### config.mk
export PLATFORM = sky130hd
export DESIGN_NAME = phase_volume_cell_classifier_top_flat
export DESIGN_NICKNAME = d
export VERILOG_FILES = /design/src/rtl/core/pvcc_pkg.sv /design/src/rtl/core/pvcc_if.sv /design/src/rtl/core/phase_volume_cell_classifier_top.sv /design/src/flat_wrapper.sv
export SDC_FILE = /design/constraint.sdc
export NUM_CORES = 2
export LEC_CHECK = 0
export BUFFER_PORTS_ARGS = -buffer_cell sky130_fd_sc_hd__buf_2
export CAP_MARGIN = 30
export CORE_MARGIN = 4
export CORE_UTILIZATION = 43
export DETAILED_ROUTE_END_ITERATION = 16
export PLACE_DENSITY = 0.66
export SLEW_MARGIN = 0
export SYNTH_ARGS = -nofsm -noshare
export SYNTH_HDL_FRONTEND = slang
export SYNTH_SLANG_ARGS = --single-unit
### constraint.sdc
create_clock -name clk -period 35.5 [get_ports clk]
set_input_delay 5.325 -clock clk [delete_from_list [all_inputs] [get_ports clk]]
set_output_delay 5.325 -clock clk [all_outputs]
set_load 0.01 [all_outputs]
### src/rtl/core/pvcc_pkg.sv
// ----------------------------------------------------------------------------
// pvcc_pkg
// shared widths, constants and types of the phase volume cell classifier
// ----------------------------------------------------------------------------
package pvcc_pkg;

    // field widths
    localparam int ENERGY_W = 32;
    localparam int MOMENT_W = 31;
    localparam int CFG_W    = 32;
    localparam int VOL_W    = 48;
    localparam int STATUS_W = 3;
    localparam int COUNT_W  = 11;

    // defaults and fixed constants
    localparam int unsigned MAX_CELLS_DEFAULT = 1024;
    localparam int unsigned COUNT_SAT_MAX     = 2047;
    localparam logic [CFG_W-1:0] INV_REF_FIELD_RESET = 32'h0001_0000;
    // 4*pi/3*sqrt(2) in Q16.16
    localparam logic [31:0] VOL_COEFF_Q16 = 32'd388225;
    // rounding offset for the final divide by 2^16
    localparam logic [77:0] ROUND_HALF = 78'h8000;

    typedef enum logic [2:0] {
        ST_IDLE,
        ST_MUL,
        ST_ACC,
        ST_CHECK,
        ST_SQRT,
        ST_SCALE,
        ST_SIGN,
        ST_DONE
    } state_t;

    // micro-ops of the shared multiplier
    typedef enum logic [3:0] {
        OP_MF0,
        OP_MF1,
        OP_M0_LO,
        OP_M0_HI,
        OP_M1_LO,
        OP_M1_HI,
        OP_TERM,
        OP_VOL_LO,
        OP_VOL_HI
    } op_t;

    typedef struct packed {
        logic [47:0] rem;
        logic [47:0] root;
    } sqrt_state_t;

    // one step of the restoring square root
    function automatic sqrt_state_t sqrt_step(input sqrt_state_t s, input logic [47:0] one);
        sqrt_state_t r;
        logic [48:0] trial;
        trial = {1'b0, s.root} + {1'b0, one};
        if ({1'b0, s.rem} >= trial) begin
            r.rem  = s.rem - trial[47:0];
            r.root = (s.root >> 1) + one;
        end
        else begin
            r.rem  = s.rem;
            r.root = s.root >> 1;
        end
        return r;
    endfunction

endpackage

### src/rtl/core/pvcc_if.sv
// ----------------------------------------------------------------------------
// pvcc interfaces
// valid/ready channels for cell items and cell results
// ----------------------------------------------------------------------------
interface pvcc_item_if import pvcc_pkg::*; ();
    logic                        valid;
    logic                        ready;
    logic signed [ENERGY_W-1:0]  band_low_energy;
    logic signed [ENERGY_W-1:0]  band_high_energy;
    logic signed [ENERGY_W-1:0]  potential;
    logic        [MOMENT_W-1:0]  moment_low;
    logic        [MOMENT_W-1:0]  moment_high;
    logic        [MOMENT_W-1:0]  field_strength;
    logic                        last_in_band;
    logic                        last_in_point;

    modport source (
        output valid, band_low_energy, band_high_energy, potential,
               moment_low, moment_high, field_strength, last_in_band, last_in_point,
        input  ready
    );
    modport sink (
        input  valid, band_low_energy, band_high_energy, potential,
               moment_low, moment_high, field_strength, last_in_band, last_in_point,
        output ready
    );
endinterface

interface pvcc_result_if import pvcc_pkg::*; ();
    logic                       valid;
    logic                       ready;
    logic signed [VOL_W-1:0]    cell_volume;
    logic        [STATUS_W-1:0] cell_status;
    logic signed [VOL_W-1:0]    band_volume;
    logic        [COUNT_W-1:0]  band_active_cells;
    logic        [COUNT_W-1:0]  point_active_cells;
    logic                       band_done;
    logic                       point_done;

    modport source (
        output valid, cell_volume, cell_status, band_volume, band_active_cells,
               point_active_cells, band_done, point_done,
        input  ready
    );
    modport sink (
        input  valid, cell_volume, cell_status, band_volume, band_active_cells,
               point_active_cells, band_done, point_done,
        output ready
    );
endinterface

### src/rtl/core/phase_volume_cell_classifier_top.sv
// ----------------------------------------------------------------------------
// phase_volume_cell_classifier_top
// phase-space cell volume, activity status and band/point totals
// ----------------------------------------------------------------------------
// usage
//   item   : one cell per beat (energy edges, potential, moment edges, field,
//            end-of-band and end-of-point marks)
//   result : one beat per item (cell volume, status, band/point totals)
//   cfg    : cfg_wr_en/cfg_wr_data write inverse_ref_field, only while idle
// datapath and pacing
//   one cell passes through the shared 32x32 multiplier (twelve products at
//   most) and the square root unit (two root bits per cycle); the next item
//   is taken once the result is loaded, so one cell is in work at a time
// reset
//   rst_n clears the sequencer, the result valid, the band sum and both
//   counts, and loads inverse_ref_field with 1.0
// stall
//   a finished result waits in the output register; the next item is taken
//   meanwhile, but its result is held in the final step until the slot frees
// ----------------------------------------------------------------------------
module phase_volume_cell_classifier_top
    import pvcc_pkg::*;
#(
    parameter int unsigned MAX_CELLS_PER_POINT = MAX_CELLS_DEFAULT
)(
    input  logic             clk,
    input  logic             rst_n,
    input  logic             cfg_wr_en,
    input  logic [CFG_W-1:0] cfg_wr_data,
    pvcc_item_if.sink        item,
    pvcc_result_if.source    result
);

    // count saturation point
    localparam int unsigned CountCap = (MAX_CELLS_PER_POINT > COUNT_SAT_MAX) ?
                                       COUNT_SAT_MAX : MAX_CELLS_PER_POINT;
    localparam logic [COUNT_W-1:0] CountCapL = COUNT_W'(CountCap);

    localparam logic signed [VOL_W:0] SumMax = {2'b00, {(VOL_W-1){1'b1}}};
    localparam logic signed [VOL_W:0] SumMin = {2'b11, {(VOL_W-1){1'b0}}};

    // sequencer
    state_t      state_reg, state_next;
    op_t         op_reg, op_next;
    logic [1:0]  pair_reg, pair_next;

    // configuration
    logic [CFG_W-1:0] irf_reg;

    // captured item
    logic signed [32:0]         k0_reg, k1_reg;
    logic [MOMENT_W-1:0]        mlo_reg, mhi_reg, fld_reg;
    logic                       last_band_reg, last_point_reg;

    // datapath
    logic [45:0]                mf0_reg, mf1_reg;
    logic [61:0]                m0_reg, m1_reg;
    logic [77:0]                acc_reg;
    logic [63:0]                prod_reg;
    logic [31:0]                d_reg;
    logic                       term_neg_reg;
    logic [47:0]                sq_one_reg;
    sqrt_state_t                sq_reg;
    logic signed [42:0]         sum_reg;
    logic                       sum_neg_reg;
    logic [41:0]                mag_reg;
    logic [44:0]                vol_mag_reg;
    logic signed [VOL_W-1:0]    vol_reg;
    logic [STATUS_W-1:0]        status_reg;

    // running totals
    logic signed [VOL_W-1:0]    band_sum_reg;
    logic [COUNT_W-1:0]         band_cnt_reg, point_cnt_reg;

    // result slot
    logic                       out_valid_reg;
    logic signed [VOL_W-1:0]    out_vol_reg, out_band_vol_reg;
    logic [STATUS_W-1:0]        out_status_reg;
    logic [COUNT_W-1:0]         out_band_cnt_reg, out_point_cnt_reg;
    logic                       out_band_done_reg, out_point_done_reg;

    // combinational helpers
    logic               item_beat, result_beat, slot_free;
    logic [31:0]        mul_a, mul_b;
    logic [77:0]        acc_sum;
    logic signed [32:0] k_sel;
    logic [61:0]        m_sel;
    logic               pair_taken;
    logic [31:0]        d_val;
    sqrt_state_t        sq_step1, sq_step2;
    logic               active, band_end;
    logic signed [VOL_W:0]      bsum_wide;
    logic signed [VOL_W-1:0]    bsum_new;
    logic [COUNT_W-1:0]         bcnt_new, pcnt_new;

    assign item_beat   = item.valid & item.ready;
    assign result_beat = result.valid & result.ready;
    assign slot_free   = !out_valid_reg || result.ready;

    // upper partial products land 32 bits up
    assign acc_sum = acc_reg + {prod_reg[45:0], 32'd0};

    // pair order: (k0,m0) minus, (k1,m0) plus, (k0,m1) plus, (k1,m1) minus
    assign k_sel      = pair_reg[0] ? k1_reg : k0_reg;
    assign m_sel      = pair_reg[1] ? m1_reg : m0_reg;
    assign pair_taken = !k_sel[32] && (k_sel != 33'sd0) &&
                        ({30'd0, k_sel[31:0]} > m_sel);
    assign d_val      = k_sel[31:0] - m_sel[31:0];

    // two root bits per cycle
    assign sq_step1 = sqrt_step(sq_reg, sq_one_reg);
    assign sq_step2 = sqrt_step(sq_step1, sq_one_reg >> 2);

    // totals update at the end of a cell
    assign active    = (status_reg != '0);
    assign band_end  = last_band_reg | last_point_reg;
    assign bsum_wide = {band_sum_reg[VOL_W-1], band_sum_reg} + {vol_reg[VOL_W-1], vol_reg};

    always_comb
    begin
        if (!active) begin
            bsum_new = band_sum_reg;
        end
        else if (bsum_wide > SumMax) begin
            bsum_new = SumMax[VOL_W-1:0];
        end
        else if (bsum_wide < SumMin) begin
            bsum_new = SumMin[VOL_W-1:0];
        end
        else begin
            bsum_new = bsum_wide[VOL_W-1:0];
        end
        bcnt_new = (active && band_cnt_reg < CountCapL) ? band_cnt_reg + 1'b1 : band_cnt_reg;
        pcnt_new = (active && point_cnt_reg < CountCapL) ? point_cnt_reg + 1'b1 : point_cnt_reg;
    end

    // next state
    always_comb
    begin
        state_next = state_reg;
        op_next    = op_reg;
        pair_next  = pair_reg;
        unique case (state_reg)
            ST_IDLE:
            begin
                if (item_beat) begin
                    state_next = ST_MUL;
                    op_next    = OP_MF0;
                    pair_next  = 2'd0;
                end
            end
            ST_MUL:
            begin
                state_next = ST_ACC;
            end
            ST_ACC:
            begin
                state_next = ST_MUL;
                unique case (op_reg)
                    OP_MF0:    op_next = OP_MF1;
                    OP_MF1:    op_next = OP_M0_LO;
                    OP_M0_LO:  op_next = OP_M0_HI;
                    OP_M0_HI:  op_next = OP_M1_LO;
                    OP_M1_LO:  op_next = OP_M1_HI;
                    OP_M1_HI:  state_next = ST_CHECK;
                    OP_TERM:
                    begin
                        if (pair_reg == 2'd3) begin
                            state_next = ST_SCALE;
                        end
                        else begin
                            state_next = ST_CHECK;
                            pair_next  = pair_reg + 2'd1;
                        end
                    end
                    OP_VOL_LO: op_next = OP_VOL_HI;
                    OP_VOL_HI: state_next = ST_SIGN;
                    default:   state_next = ST_IDLE;
                endcase
            end
            ST_CHECK:
            begin
                if (pair_taken) begin
                    state_next = ST_SQRT;
                end
                else if (pair_reg == 2'd3) begin
                    state_next = ST_SCALE;
                end
                else begin
                    pair_next = pair_reg + 2'd1;
                end
            end
            ST_SQRT:
            begin
                // last cycle steps the 4 and 1 root weights
                if (sq_one_reg[2]) begin
                    state_next = ST_MUL;
                    op_next    = OP_TERM;
                end
            end
            ST_SCALE:
            begin
                if (sum_reg == '0) begin
                    state_next = ST_DONE;
                end
                else begin
                    state_next = ST_MUL;
                    op_next    = OP_VOL_LO;
                end
            end
            ST_SIGN:
            begin
                state_next = ST_DONE;
            end
            ST_DONE:
            begin
                if (slot_free) begin
                    state_next = ST_IDLE;
                end
            end
            default:
            begin
                state_next = ST_IDLE;
            end
        endcase
    end

    // outputs of the sequencer: handshake and multiplier operands
    always_comb
    begin
        item.ready = (state_reg == ST_IDLE);
        mul_a      = '0;
        mul_b      = '0;
        unique case (op_reg)
            OP_MF0:
            begin
                mul_a = {1'b0, mlo_reg};
                mul_b = {1'b0, fld_reg};
            end
            OP_MF1:
            begin
                mul_a = {1'b0, mhi_reg};
                mul_b = {1'b0, fld_reg};
            end
            OP_M0_LO:
            begin
                mul_a = mf0_reg[31:0];
                mul_b = irf_reg;
            end
            OP_M0_HI:
            begin
                mul_a = {18'd0, mf0_reg[45:32]};
                mul_b = irf_reg;
            end
            OP_M1_LO:
            begin
                mul_a = mf1_reg[31:0];
                mul_b = irf_reg;
            end
            OP_M1_HI:
            begin
                mul_a = {18'd0, mf1_reg[45:32]};
                mul_b = irf_reg;
            end
            OP_TERM:
            begin
                mul_a = d_reg;
                mul_b = {8'd0, sq_reg.root[23:0]};
            end
            OP_VOL_LO:
            begin
                mul_a = mag_reg[31:0];
                mul_b = VOL_COEFF_Q16;
            end
            OP_VOL_HI:
            begin
                mul_a = {22'd0, mag_reg[41:32]};
                mul_b = VOL_COEFF_Q16;
            end
            default:
            begin
                mul_a = '0;
                mul_b = '0;
            end
        endcase
    end

    // control registers
    always_ff @(posedge clk or negedge rst_n)
    begin
        if (!rst_n) begin
            state_reg <= ST_IDLE;
            op_reg    <= OP_MF0;
            pair_reg  <= 2'd0;
        end
        else begin
            state_reg <= state_next;
            op_reg    <= op_next;
            pair_reg  <= pair_next;
        end
    end

    // configuration register
    always_ff @(posedge clk or negedge rst_n)
    begin
        if (!rst_n) begin
            irf_reg <= INV_REF_FIELD_RESET;
        end
        else if (cfg_wr_en) begin
            irf_reg <= cfg_wr_data;
        end
    end

    // datapath
    always_ff @(posedge clk)
    begin
        case (state_reg)
            ST_IDLE:
            begin
                if (item_beat) begin
                    k0_reg         <= {item.band_low_energy[31], item.band_low_energy} -
                                      {item.potential[31], item.potential};
                    k1_reg         <= {item.band_high_energy[31], item.band_high_energy} -
                                      {item.potential[31], item.potential};
                    mlo_reg        <= item.moment_low;
                    mhi_reg        <= item.moment_high;
                    fld_reg        <= item.field_strength;
                    last_band_reg  <= item.last_in_band;
                    last_point_reg <= item.last_in_point;
                    sum_reg        <= '0;
                    status_reg     <= '0;
                end
            end
            ST_MUL:
            begin
                prod_reg <= mul_a * mul_b;
            end
            ST_ACC:
            begin
                case (op_reg)
                    OP_MF0:    mf0_reg <= prod_reg[61:16];
                    OP_MF1:    mf1_reg <= prod_reg[61:16];
                    OP_M0_LO:  acc_reg <= {14'd0, prod_reg};
                    OP_M0_HI:  m0_reg  <= acc_sum[77:16];
                    OP_M1_LO:  acc_reg <= {14'd0, prod_reg};
                    OP_M1_HI:  m1_reg  <= acc_sum[77:16];
                    OP_TERM:
                    begin
                        if (term_neg_reg) begin
                            sum_reg <= sum_reg - $signed({3'b000, prod_reg[55:16]});
                        end
                        else begin
                            sum_reg <= sum_reg + $signed({3'b000, prod_reg[55:16]});
                        end
                        status_reg <= status_reg + 1'b1;
                    end
                    OP_VOL_LO: acc_reg     <= {14'd0, prod_reg} + ROUND_HALF;
                    OP_VOL_HI: vol_mag_reg <= acc_sum[60:16];
                    default:   acc_reg     <= acc_reg;
                endcase
            end
            ST_CHECK:
            begin
                d_reg          <= d_val;
                term_neg_reg   <= (pair_reg[0] == pair_reg[1]);
                sq_reg.rem     <= {d_val, 16'd0};
                sq_reg.root    <= '0;
                sq_one_reg     <= 48'd1 << 46;
            end
            ST_SQRT:
            begin
                sq_reg     <= sq_step2;
                sq_one_reg <= sq_one_reg >> 4;
            end
            ST_SCALE:
            begin
                sum_neg_reg <= sum_reg[42];
                mag_reg     <= sum_reg[42] ? 42'(-sum_reg) : sum_reg[41:0];
                vol_reg     <= '0;
            end
            ST_SIGN:
            begin
                vol_reg <= sum_neg_reg ? -$signed({3'b000, vol_mag_reg})
                                       : $signed({3'b000, vol_mag_reg});
            end
            default:
            begin
                prod_reg <= prod_reg;
            end
        endcase
    end

    // running totals, reported and cleared at band and point ends
    always_ff @(posedge clk or negedge rst_n)
    begin
        if (!rst_n) begin
            band_sum_reg  <= '0;
            band_cnt_reg  <= '0;
            point_cnt_reg <= '0;
        end
        else if (state_reg == ST_DONE && slot_free) begin
            band_sum_reg  <= band_end ? '0 : bsum_new;
            band_cnt_reg  <= band_end ? '0 : bcnt_new;
            point_cnt_reg <= last_point_reg ? '0 : pcnt_new;
        end
    end

    // result slot
    always_ff @(posedge clk or negedge rst_n)
    begin
        if (!rst_n) begin
            out_valid_reg <= 1'b0;
        end
        else if (state_reg == ST_DONE && slot_free) begin
            out_valid_reg <= 1'b1;
        end
        else if (result_beat) begin
            out_valid_reg <= 1'b0;
        end
    end

    always_ff @(posedge clk)
    begin
        if (state_reg == ST_DONE && slot_free) begin
            out_vol_reg        <= vol_reg;
            out_status_reg     <= status_reg;
            out_band_vol_reg   <= band_end ? bsum_new : '0;
            out_band_cnt_reg   <= band_end ? bcnt_new : '0;
            out_point_cnt_reg  <= last_point_reg ? pcnt_new : '0;
            out_band_done_reg  <= band_end;
            out_point_done_reg <= last_point_reg;
        end
    end

    assign result.valid              = out_valid_reg;
    assign result.cell_volume        = out_vol_reg;
    assign result.cell_status        = out_status_reg;
    assign result.band_volume        = out_band_vol_reg;
    assign result.band_active_cells  = out_band_cnt_reg;
    assign result.point_active_cells = out_point_cnt_reg;
    assign result.band_done          = out_band_done_reg;
    assign result.point_done         = out_point_done_reg;

    // checks
    a_status_range: assert property (@(posedge clk) disable iff (!rst_n)
        result.valid |-> (result.cell_status <= 3'd4))
        else $error("cell status above four");

    a_inactive_zero: assert property (@(posedge clk) disable iff (!rst_n)
        (result.valid && result.cell_status == '0) |-> (result.cell_volume == '0))
        else $error("inactive cell with nonzero volume");

    a_point_ends_band: assert property (@(posedge clk) disable iff (!rst_n)
        (result.valid && result.point_done) |-> result.band_done)
        else $error("point end without band end");

    a_band_totals_idle: assert property (@(posedge clk) disable iff (!rst_n)
        (result.valid && !result.band_done) |->
            (result.band_volume == '0 && result.band_active_cells == '0))
        else $error("band totals shown before band end");

    a_busy_after_item: assert property (@(posedge clk) disable iff (!rst_n)
        item_beat |=> !item.ready)
        else $error("second item taken while a cell is in work");

endmodule

### src/flat_wrapper.sv
// flat-port wrapper written by rule: the top's interface ports become plain ports
module phase_volume_cell_classifier_top_flat import pvcc_pkg::*;
#(
    parameter int unsigned MAX_CELLS_PER_POINT = MAX_CELLS_DEFAULT
)
  (clk, rst_n, cfg_wr_en, cfg_wr_data, item_valid, item_band_low_energy, item_band_high_energy, item_potential, item_moment_low, item_moment_high, item_field_strength, item_last_in_band, item_last_in_point, item_ready, result_valid, result_cell_volume, result_cell_status, result_band_volume, result_band_active_cells, result_point_active_cells, result_band_done, result_point_done, result_ready);
  pvcc_item_if item_i ();
  pvcc_result_if result_i ();
  input  logic clk;
  input  logic rst_n;
  input  logic cfg_wr_en;
  input  logic [CFG_W-1:0] cfg_wr_data;
  input wire logic [$bits(item_i.valid)-1:0] item_valid;
  input wire logic [$bits(item_i.band_low_energy)-1:0] item_band_low_energy;
  input wire logic [$bits(item_i.band_high_energy)-1:0] item_band_high_energy;
  input wire logic [$bits(item_i.potential)-1:0] item_potential;
  input wire logic [$bits(item_i.moment_low)-1:0] item_moment_low;
  input wire logic [$bits(item_i.moment_high)-1:0] item_moment_high;
  input wire logic [$bits(item_i.field_strength)-1:0] item_field_strength;
  input wire logic [$bits(item_i.last_in_band)-1:0] item_last_in_band;
  input wire logic [$bits(item_i.last_in_point)-1:0] item_last_in_point;
  output wire logic [$bits(item_i.ready)-1:0] item_ready;
  output wire logic [$bits(result_i.valid)-1:0] result_valid;
  output wire logic [$bits(result_i.cell_volume)-1:0] result_cell_volume;
  output wire logic [$bits(result_i.cell_status)-1:0] result_cell_status;
  output wire logic [$bits(result_i.band_volume)-1:0] result_band_volume;
  output wire logic [$bits(result_i.band_active_cells)-1:0] result_band_active_cells;
  output wire logic [$bits(result_i.point_active_cells)-1:0] result_point_active_cells;
  output wire logic [$bits(result_i.band_done)-1:0] result_band_done;
  output wire logic [$bits(result_i.point_done)-1:0] result_point_done;
  input wire logic [$bits(result_i.ready)-1:0] result_ready;
  assign item_i.valid = item_valid;
  assign item_i.band_low_energy = item_band_low_energy;
  assign item_i.band_high_energy = item_band_high_energy;
  assign item_i.potential = item_potential;
  assign item_i.moment_low = item_moment_low;
  assign item_i.moment_high = item_moment_high;
  assign item_i.field_strength = item_field_strength;
  assign item_i.last_in_band = item_last_in_band;
  assign item_i.last_in_point = item_last_in_point;
  assign item_ready = item_i.ready;
  assign result_valid = result_i.valid;
  assign result_cell_volume = result_i.cell_volume;
  assign result_cell_status = result_i.cell_status;
  assign result_band_volume = result_i.band_volume;
  assign result_band_active_cells = result_i.band_active_cells;
  assign result_point_active_cells = result_i.point_active_cells;
  assign result_band_done = result_i.band_done;
  assign result_point_done = result_i.point_done;
  assign result_i.ready = result_ready;
  phase_volume_cell_classifier_top #(.MAX_CELLS_PER_POINT(MAX_CELLS_PER_POINT)) u_core (.clk(clk), .rst_n(rst_n), .cfg_wr_en(cfg_wr_en), .cfg_wr_data(cfg_wr_data), .item(item_i), .result(result_i));
endmodule
### Word level (Yosys, flattened, before mapping)

Index checks and enable logic that the tools add are counted.

* input bits: 228
* word-level logic and storage cells: 179
* output and inout bits: 125
* bits in registers: 1113

* add/subtract/negate cells: 20
* $lt $le $gt $ge: 7
* bitwise gates (word level): 3
* equal/unequal tests: 25
* mux-type cells: 48
* multiply operators: 1
* reductions and logical operators: 36

Operator list (count)
* $pmux 32 s9: 1
* $mux 48: 5
* $mux 96: 2
* $pmux 48 s2: 2
* $pmux 96 s2: 1
* $pmux 78 s2: 1
* $mux 43: 3
* $pmux 32 s4: 1
* $add 48x48->49: 2
* $ge 48x49->1: 2
* $sub 48x48->48: 2
* $pmux 43 s2: 1
* $add 78x78->78: 1
* $sub 32x32->33: 2
* $add 64x16->65 const B: 1
* $mul 32x32->64: 1
* $gt 32x62->1: 1
* $mux 62: 1
* $add 48x46->49: 1
* $gt 49x48->1 const B: 1
* $lt 49x48->1 const B: 1
* $add 47x46->48: 1
* $add 47x48->48: 1
* $neg 45->48: 1
* other kinds (53): 104

### Logic depth before layout (Yosys ltp)

* word-level depth: 7
* depth in mapped cells: 61
* gate-level depth less buffers: 54

### Worst setup path before layout

Ideal clock, no wire load.

* path type: flip-flop to flip-flop
* start point: register u_core.sq_reg[5] in the netlist's numbering
* end point: register u_core.sq_reg[71] in the netlist's numbering, data pin
* library setup time: 258 ps
* arrival time: 10907 ps
* buffers on the path: 9
* setup slack: 24335 ps
* period minus slack after synthesis: 11165 ps
* cell stages (with the launch flop): 60
* required time: 35242 ps
* path through: edfxtp_1 -> buf_1 -> and3_1 -> a31oi_1 -> o21ba_2 -> o21a_1 -> nor2_1 -> a31oi_1 -> nor2_1 -> a31oi_1 -> nor3b_1 -> nor2_1 -> nor2_1 -> a31o_2 -> a21oi_1 -> o21ba_2 -> xor2_1 -> ha_1 -> [24 not listed] -> ha_1 -> inv_1 -> o21bai_1 -> a21oi_1 -> o21ai_0 -> a21o_1 -> a21o_1 -> a211oi_1 -> o31ai_1 -> a41o_1 -> a31oi_1 -> a31oi_1 -> o31ai_4 -> buf_4 -> buf_4 -> nor2_1 -> a211oi_1 -> nor2_1

* word-level cells in the longest chain between the ends: 7
* elaborated cells on any way between the ends: 10
* classes of those cells: add/sub (5); order compare (2); mux (3)

RTL lines
* start: declaration: RTL line phase_volume_cell_classifier_top.sv:63 `sqrt_state_t sq_reg;`
* start signal: assignment: RTL line phase_volume_cell_classifier_top.sv:372 `sq_reg <= sq_step2;`
* $add 48x48->49: RTL line pvcc_pkg.sv:57 `trial = {1'b0, s.root} + {1'b0, one};`
* $ge 48x49->1: RTL line pvcc_pkg.sv:58 `if ({1'b0, s.rem} >= trial) begin`
* $mux 96 (*): RTL line pvcc_pkg.sv:58
* $add 48x46->49: RTL line pvcc_pkg.sv:57
* $sub 48x48->48 / $ge 48x49->1 (equally long branches): RTL line pvcc_pkg.sv:59, pvcc_pkg.sv:58
* $mux 96 (*): RTL line pvcc_pkg.sv:58
* $pmux 96 s2 (*): RTL line phase_volume_cell_classifier_top.sv:317 `case (state_reg)`

Every way passes the cells marked *; elsewhere a longest branch is shown, timed or not.
A chain may end at the register's enable or synchronous reset.

### Worst setup path after layout

* start point: register u_core.sq_reg[6] in the netlist's numbering
* end point: register u_core.sq_reg[7] in the netlist's numbering, data pin

* word-level cells in the longest chain between the ends: 7
* elaborated cells on any way between the ends: 10
* classes of those cells: add/sub (5); order compare (2); mux (3)

RTL lines (RTL line)
* $add 48x48->49: pvcc_pkg.sv:57
* $ge 48x49->1: pvcc_pkg.sv:58
* $mux 96 (*): pvcc_pkg.sv:58
* $add 48x46->49: pvcc_pkg.sv:57
* $ge 48x49->1: pvcc_pkg.sv:58
* $mux 96 (*): pvcc_pkg.sv:58
* $pmux 96 s2 (*): phase_volume_cell_classifier_top.sv:317

Marked as above.

==> impl_metrics.env <==
export IMPL_cp_required_ns=36.04
export IMPL_cts_htree_levels=3
export IMPL_yosysTopAreaCell="edfxtp_1"
export IMPL_cts_sinks=1048
export IMPL_endpoint_kind="flop"
export IMPL_drt_pass1_iter_count=7
export IMPL_grt_max_degree=113
export IMPL_synthTopCellsByCount="1,380 x nand2_1, 1,222 x inv_1, 936 x edfxtp_1"
export IMPL_skew_ns=0.1291
export IMPL_syn_inst=9634
export IMPL_grt_pass1_wl_um=456500
export IMPL_dp_hpwl_um=235500
export IMPL_maxSlewViolCount=0
export IMPL_criticalPathCategory="reg -> reg"
export IMPL_drcViolationCount=0
export IMPL_multi_input_area_mm2=0.05744
export IMPL_drive_above_1_share=0.08619
export IMPL_antenna_found_initial=17
export IMPL_final_cell_area_mm2=0.1033
export IMPL_cp_common_cell="nor2_1"
export IMPL_fmax_mhz=70.09
export IMPL_gp_congestion=0.9687
export IMPL_tns_ns=0
export IMPL_grt_pass1_vias=73888
export IMPL_synth_fp_nets=11405
export IMPL_grt_overflow_total=0
export IMPL_worst_pin_slew_ns=1.152
export IMPL_dpl_cell_area_mm2=0.09942
export IMPL_ant_nets=0
export IMPL_io_buffers=352
export IMPL_slew_limit_headroom=0.2260
export IMPL_rows=171
export IMPL_fp_dieH_um=476.5
export IMPL_detail_route_vias_per_cell=5.699
export IMPL_synthArstFlopShare=0.1069
export IMPL_post_route_min_period_ns=14.27
export IMPL_yosysWarnings=0
export IMPL_synth_cell_area_mm2=0.09437
export IMPL_cts_root_buf="clkbuf_16"
export IMPL_drt_wirelength_per_cell_um=23.73
export IMPL_synth_top_area_share=0.2979
export IMPL_syn_area_per_cell_um2=9.795
export IMPL_min_path_type="reg -> reg"
export IMPL_num_vias=72886
export IMPL_drv_cap=0
export IMPL_core_area_mm2=0.2178
export IMPL_finalSetupViolCount=0
export IMPL_ys_ff_latch=1048
export IMPL_cts_hold_buf=0
export IMPL_regArea_mm2=0.03091
export IMPL_yosysUniqueCellTypes=108
export IMPL_synth_seq_area_share=0.3276
export IMPL_totalWireLength_um=303500
export IMPL_fp_dieArea_mm2=0.2270
export IMPL_grt_util_all_layers=0.2626
export IMPL_fin_crit_sh=0.4019
export IMPL_clk_latency_ns=0.82
export IMPL_critPathArrivalTime_ns=14.80
export IMPL_largest_reg_flops=96
export IMPL_rsz0062_at_grt="no"
export IMPL_clk_path_buf_depth=3
export IMPL_synth_most_common_cell="nand2_1"
export IMPL_finalNetCount=11607
export IMPL_start_util=0.4333
export IMPL_path_max_fanout=54
export IMPL_synthToLayoutAreaGrowth_pct=9.488
export IMPL_cp_start_kind="flop"
export IMPL_first_iter_violations=6718
export IMPL_synth_edf_count=936
export IMPL_cts_resized=0
export IMPL_fill_cells=20181
export IMPL_cts_buffers=115
export IMPL_cts_tree="built"
export IMPL_status="finished, final reports clean"
export IMPL_slowest_delay_ns=0.57
export IMPL_fp_dieW_um=476.5
export IMPL_synth_top_flop_cell="edfxtp_1"
export IMPL_hold_violations=0
export IMPL_io_pins=353
export IMPL_clkTransAtPathRegs_ns=0.06
export IMPL_cp_slowest_cell="o21ai_0"
export IMPL_post_cts_setup_buffers=0
export IMPL_synth_area_leaders="edfxtp_1 30%, fa_1 19%, ha_1 8.5%"
[final timing paths]
| check | from | endpoint | slack [ns] | cells past startpoint |
|---|---|---|---|---|
| worst max-delay path | u_core.sq_reg[6]$_SDFFCE_PN0P_ | u_core.sq_reg[7]$_SDFFCE_PN0P_ | 21.23 | 55 |
| worst min-delay path | u_core.vol_reg[7]$_SDFFCE_PN0P_ | u_core.result.cell_volume[7]$_DFFE_PP_ | 0.51 | 0 |
| worst max register to register | u_core.sq_reg[6]$_SDFFCE_PN0P_ | u_core.sq_reg[7]$_SDFFCE_PN0P_ | 21.23 | 55 |
| worst min register to register | u_core.vol_reg[7]$_SDFFCE_PN0P_ | u_core.result.cell_volume[7]$_DFFE_PP_ | 0.51 | 0 |
| max in group asynchronous | rst_n | u_core.irf_reg[12]$_DFFE_PN0P_ | 29.45 | 2 |
| min in group asynchronous | rst_n | u_core.band_sum_reg[17]$_DFFE_PN0P_ | 4.54 | 1 |
[per-layer routing]
metal,vias up,wire length (um),GRT usage,share of wire
met5,-,27,0,0.000089
met4,4,18870,0.1380,0.062
met3,743,24780,0.04870,0.082
met2,3109,141400,0.4289,0.47
met1,36279,118400,0.3325,0.39
li1,32751,-,-,-
[per-stage QoR]
stage	instances	hold slack (ns)	worst slack (ns)	utilization
2_1_floorplan	9634	0.4244	24.34	-
3_3_place_gp	12564	0.4849	21.59	0.4558
3_5_place_dp	12571	0.4944	21.43	0.4565
4_1_cts	12784	0.5085	21.35	0.4742
5_1_grt	12788	0.5182	20.23	0.4743
6_report	12790	0.5054	21.23	0.4744
[cell families (layout without fill, tap and decap cells)]
group | count (synthesis) | in the layout | synth area share
muxes | 129 | 129 | 0.01469
buffers and inverters | 1630 | 1928 | 0.06570
DFF | 1048 | 1048 | 0.3276
xor gates and xnor gates | 684 | 684 | 0.06356
other | 0 | 4 | 0
and+or+nand+nor | 2984 | 2984 | 0.1401
AOI/OAI and AO/OA | 1614 | 1614 | 0.1117
adders and majority gates | 1545 | 1545 | 0.2767
[worst max-delay path: cells and delay by family (launching register included)]
kind / cells / cell delay, ns
and+or+nand+nor: 15 / 2.28
adders and majority gates: 4 / 1.47
AOI/OAI and AO/OA: 30 / 7.65
DFF: 1 / 0.53
buffers and inverters: 3 / 1.46
xor gates and xnor gates: 3 / 0.52
[layout by cell type (no fill, tap or decap), types with 74 or more instances in the layout]
cell type,synthesis,final
clkbuf_16,0,115
nor2_1,747,741
nor2b_1,79,77
nand2_1,1380,1375
fa_1,904,904
buf_2,25,351
and3_1,80,79
xnor2_1,428,428
and2_1,92,87
dfrtp_1,111,110
inv_1,1222,1219
a21o_1,151,151
nand2b_1,78,76
o31ai_1,74,74
o21ai_0,363,362
edfxtp_1,936,936
nand3_1,135,134
xor2_1,255,255
buf_4,7,132
nor3_1,118,113
ha_1,639,639
a21oi_1,437,436
[layout make-up]
class                           count  share of cell area
Multi-Input combinational cell   6956              0.5559
Sequential cell                  1048              0.2992
Inverter                         1224             0.04453
Tap cell                         2854             0.03456
Clock buffer                      146             0.02966
Timing Repair Buffer              491             0.02819
Clock inverter                     67            0.007823
Antenna cell                        4          0.00009688
Power is not shown: default switching activity piles up to over one toggle a cycle in this logic, so the estimate is an artifact.
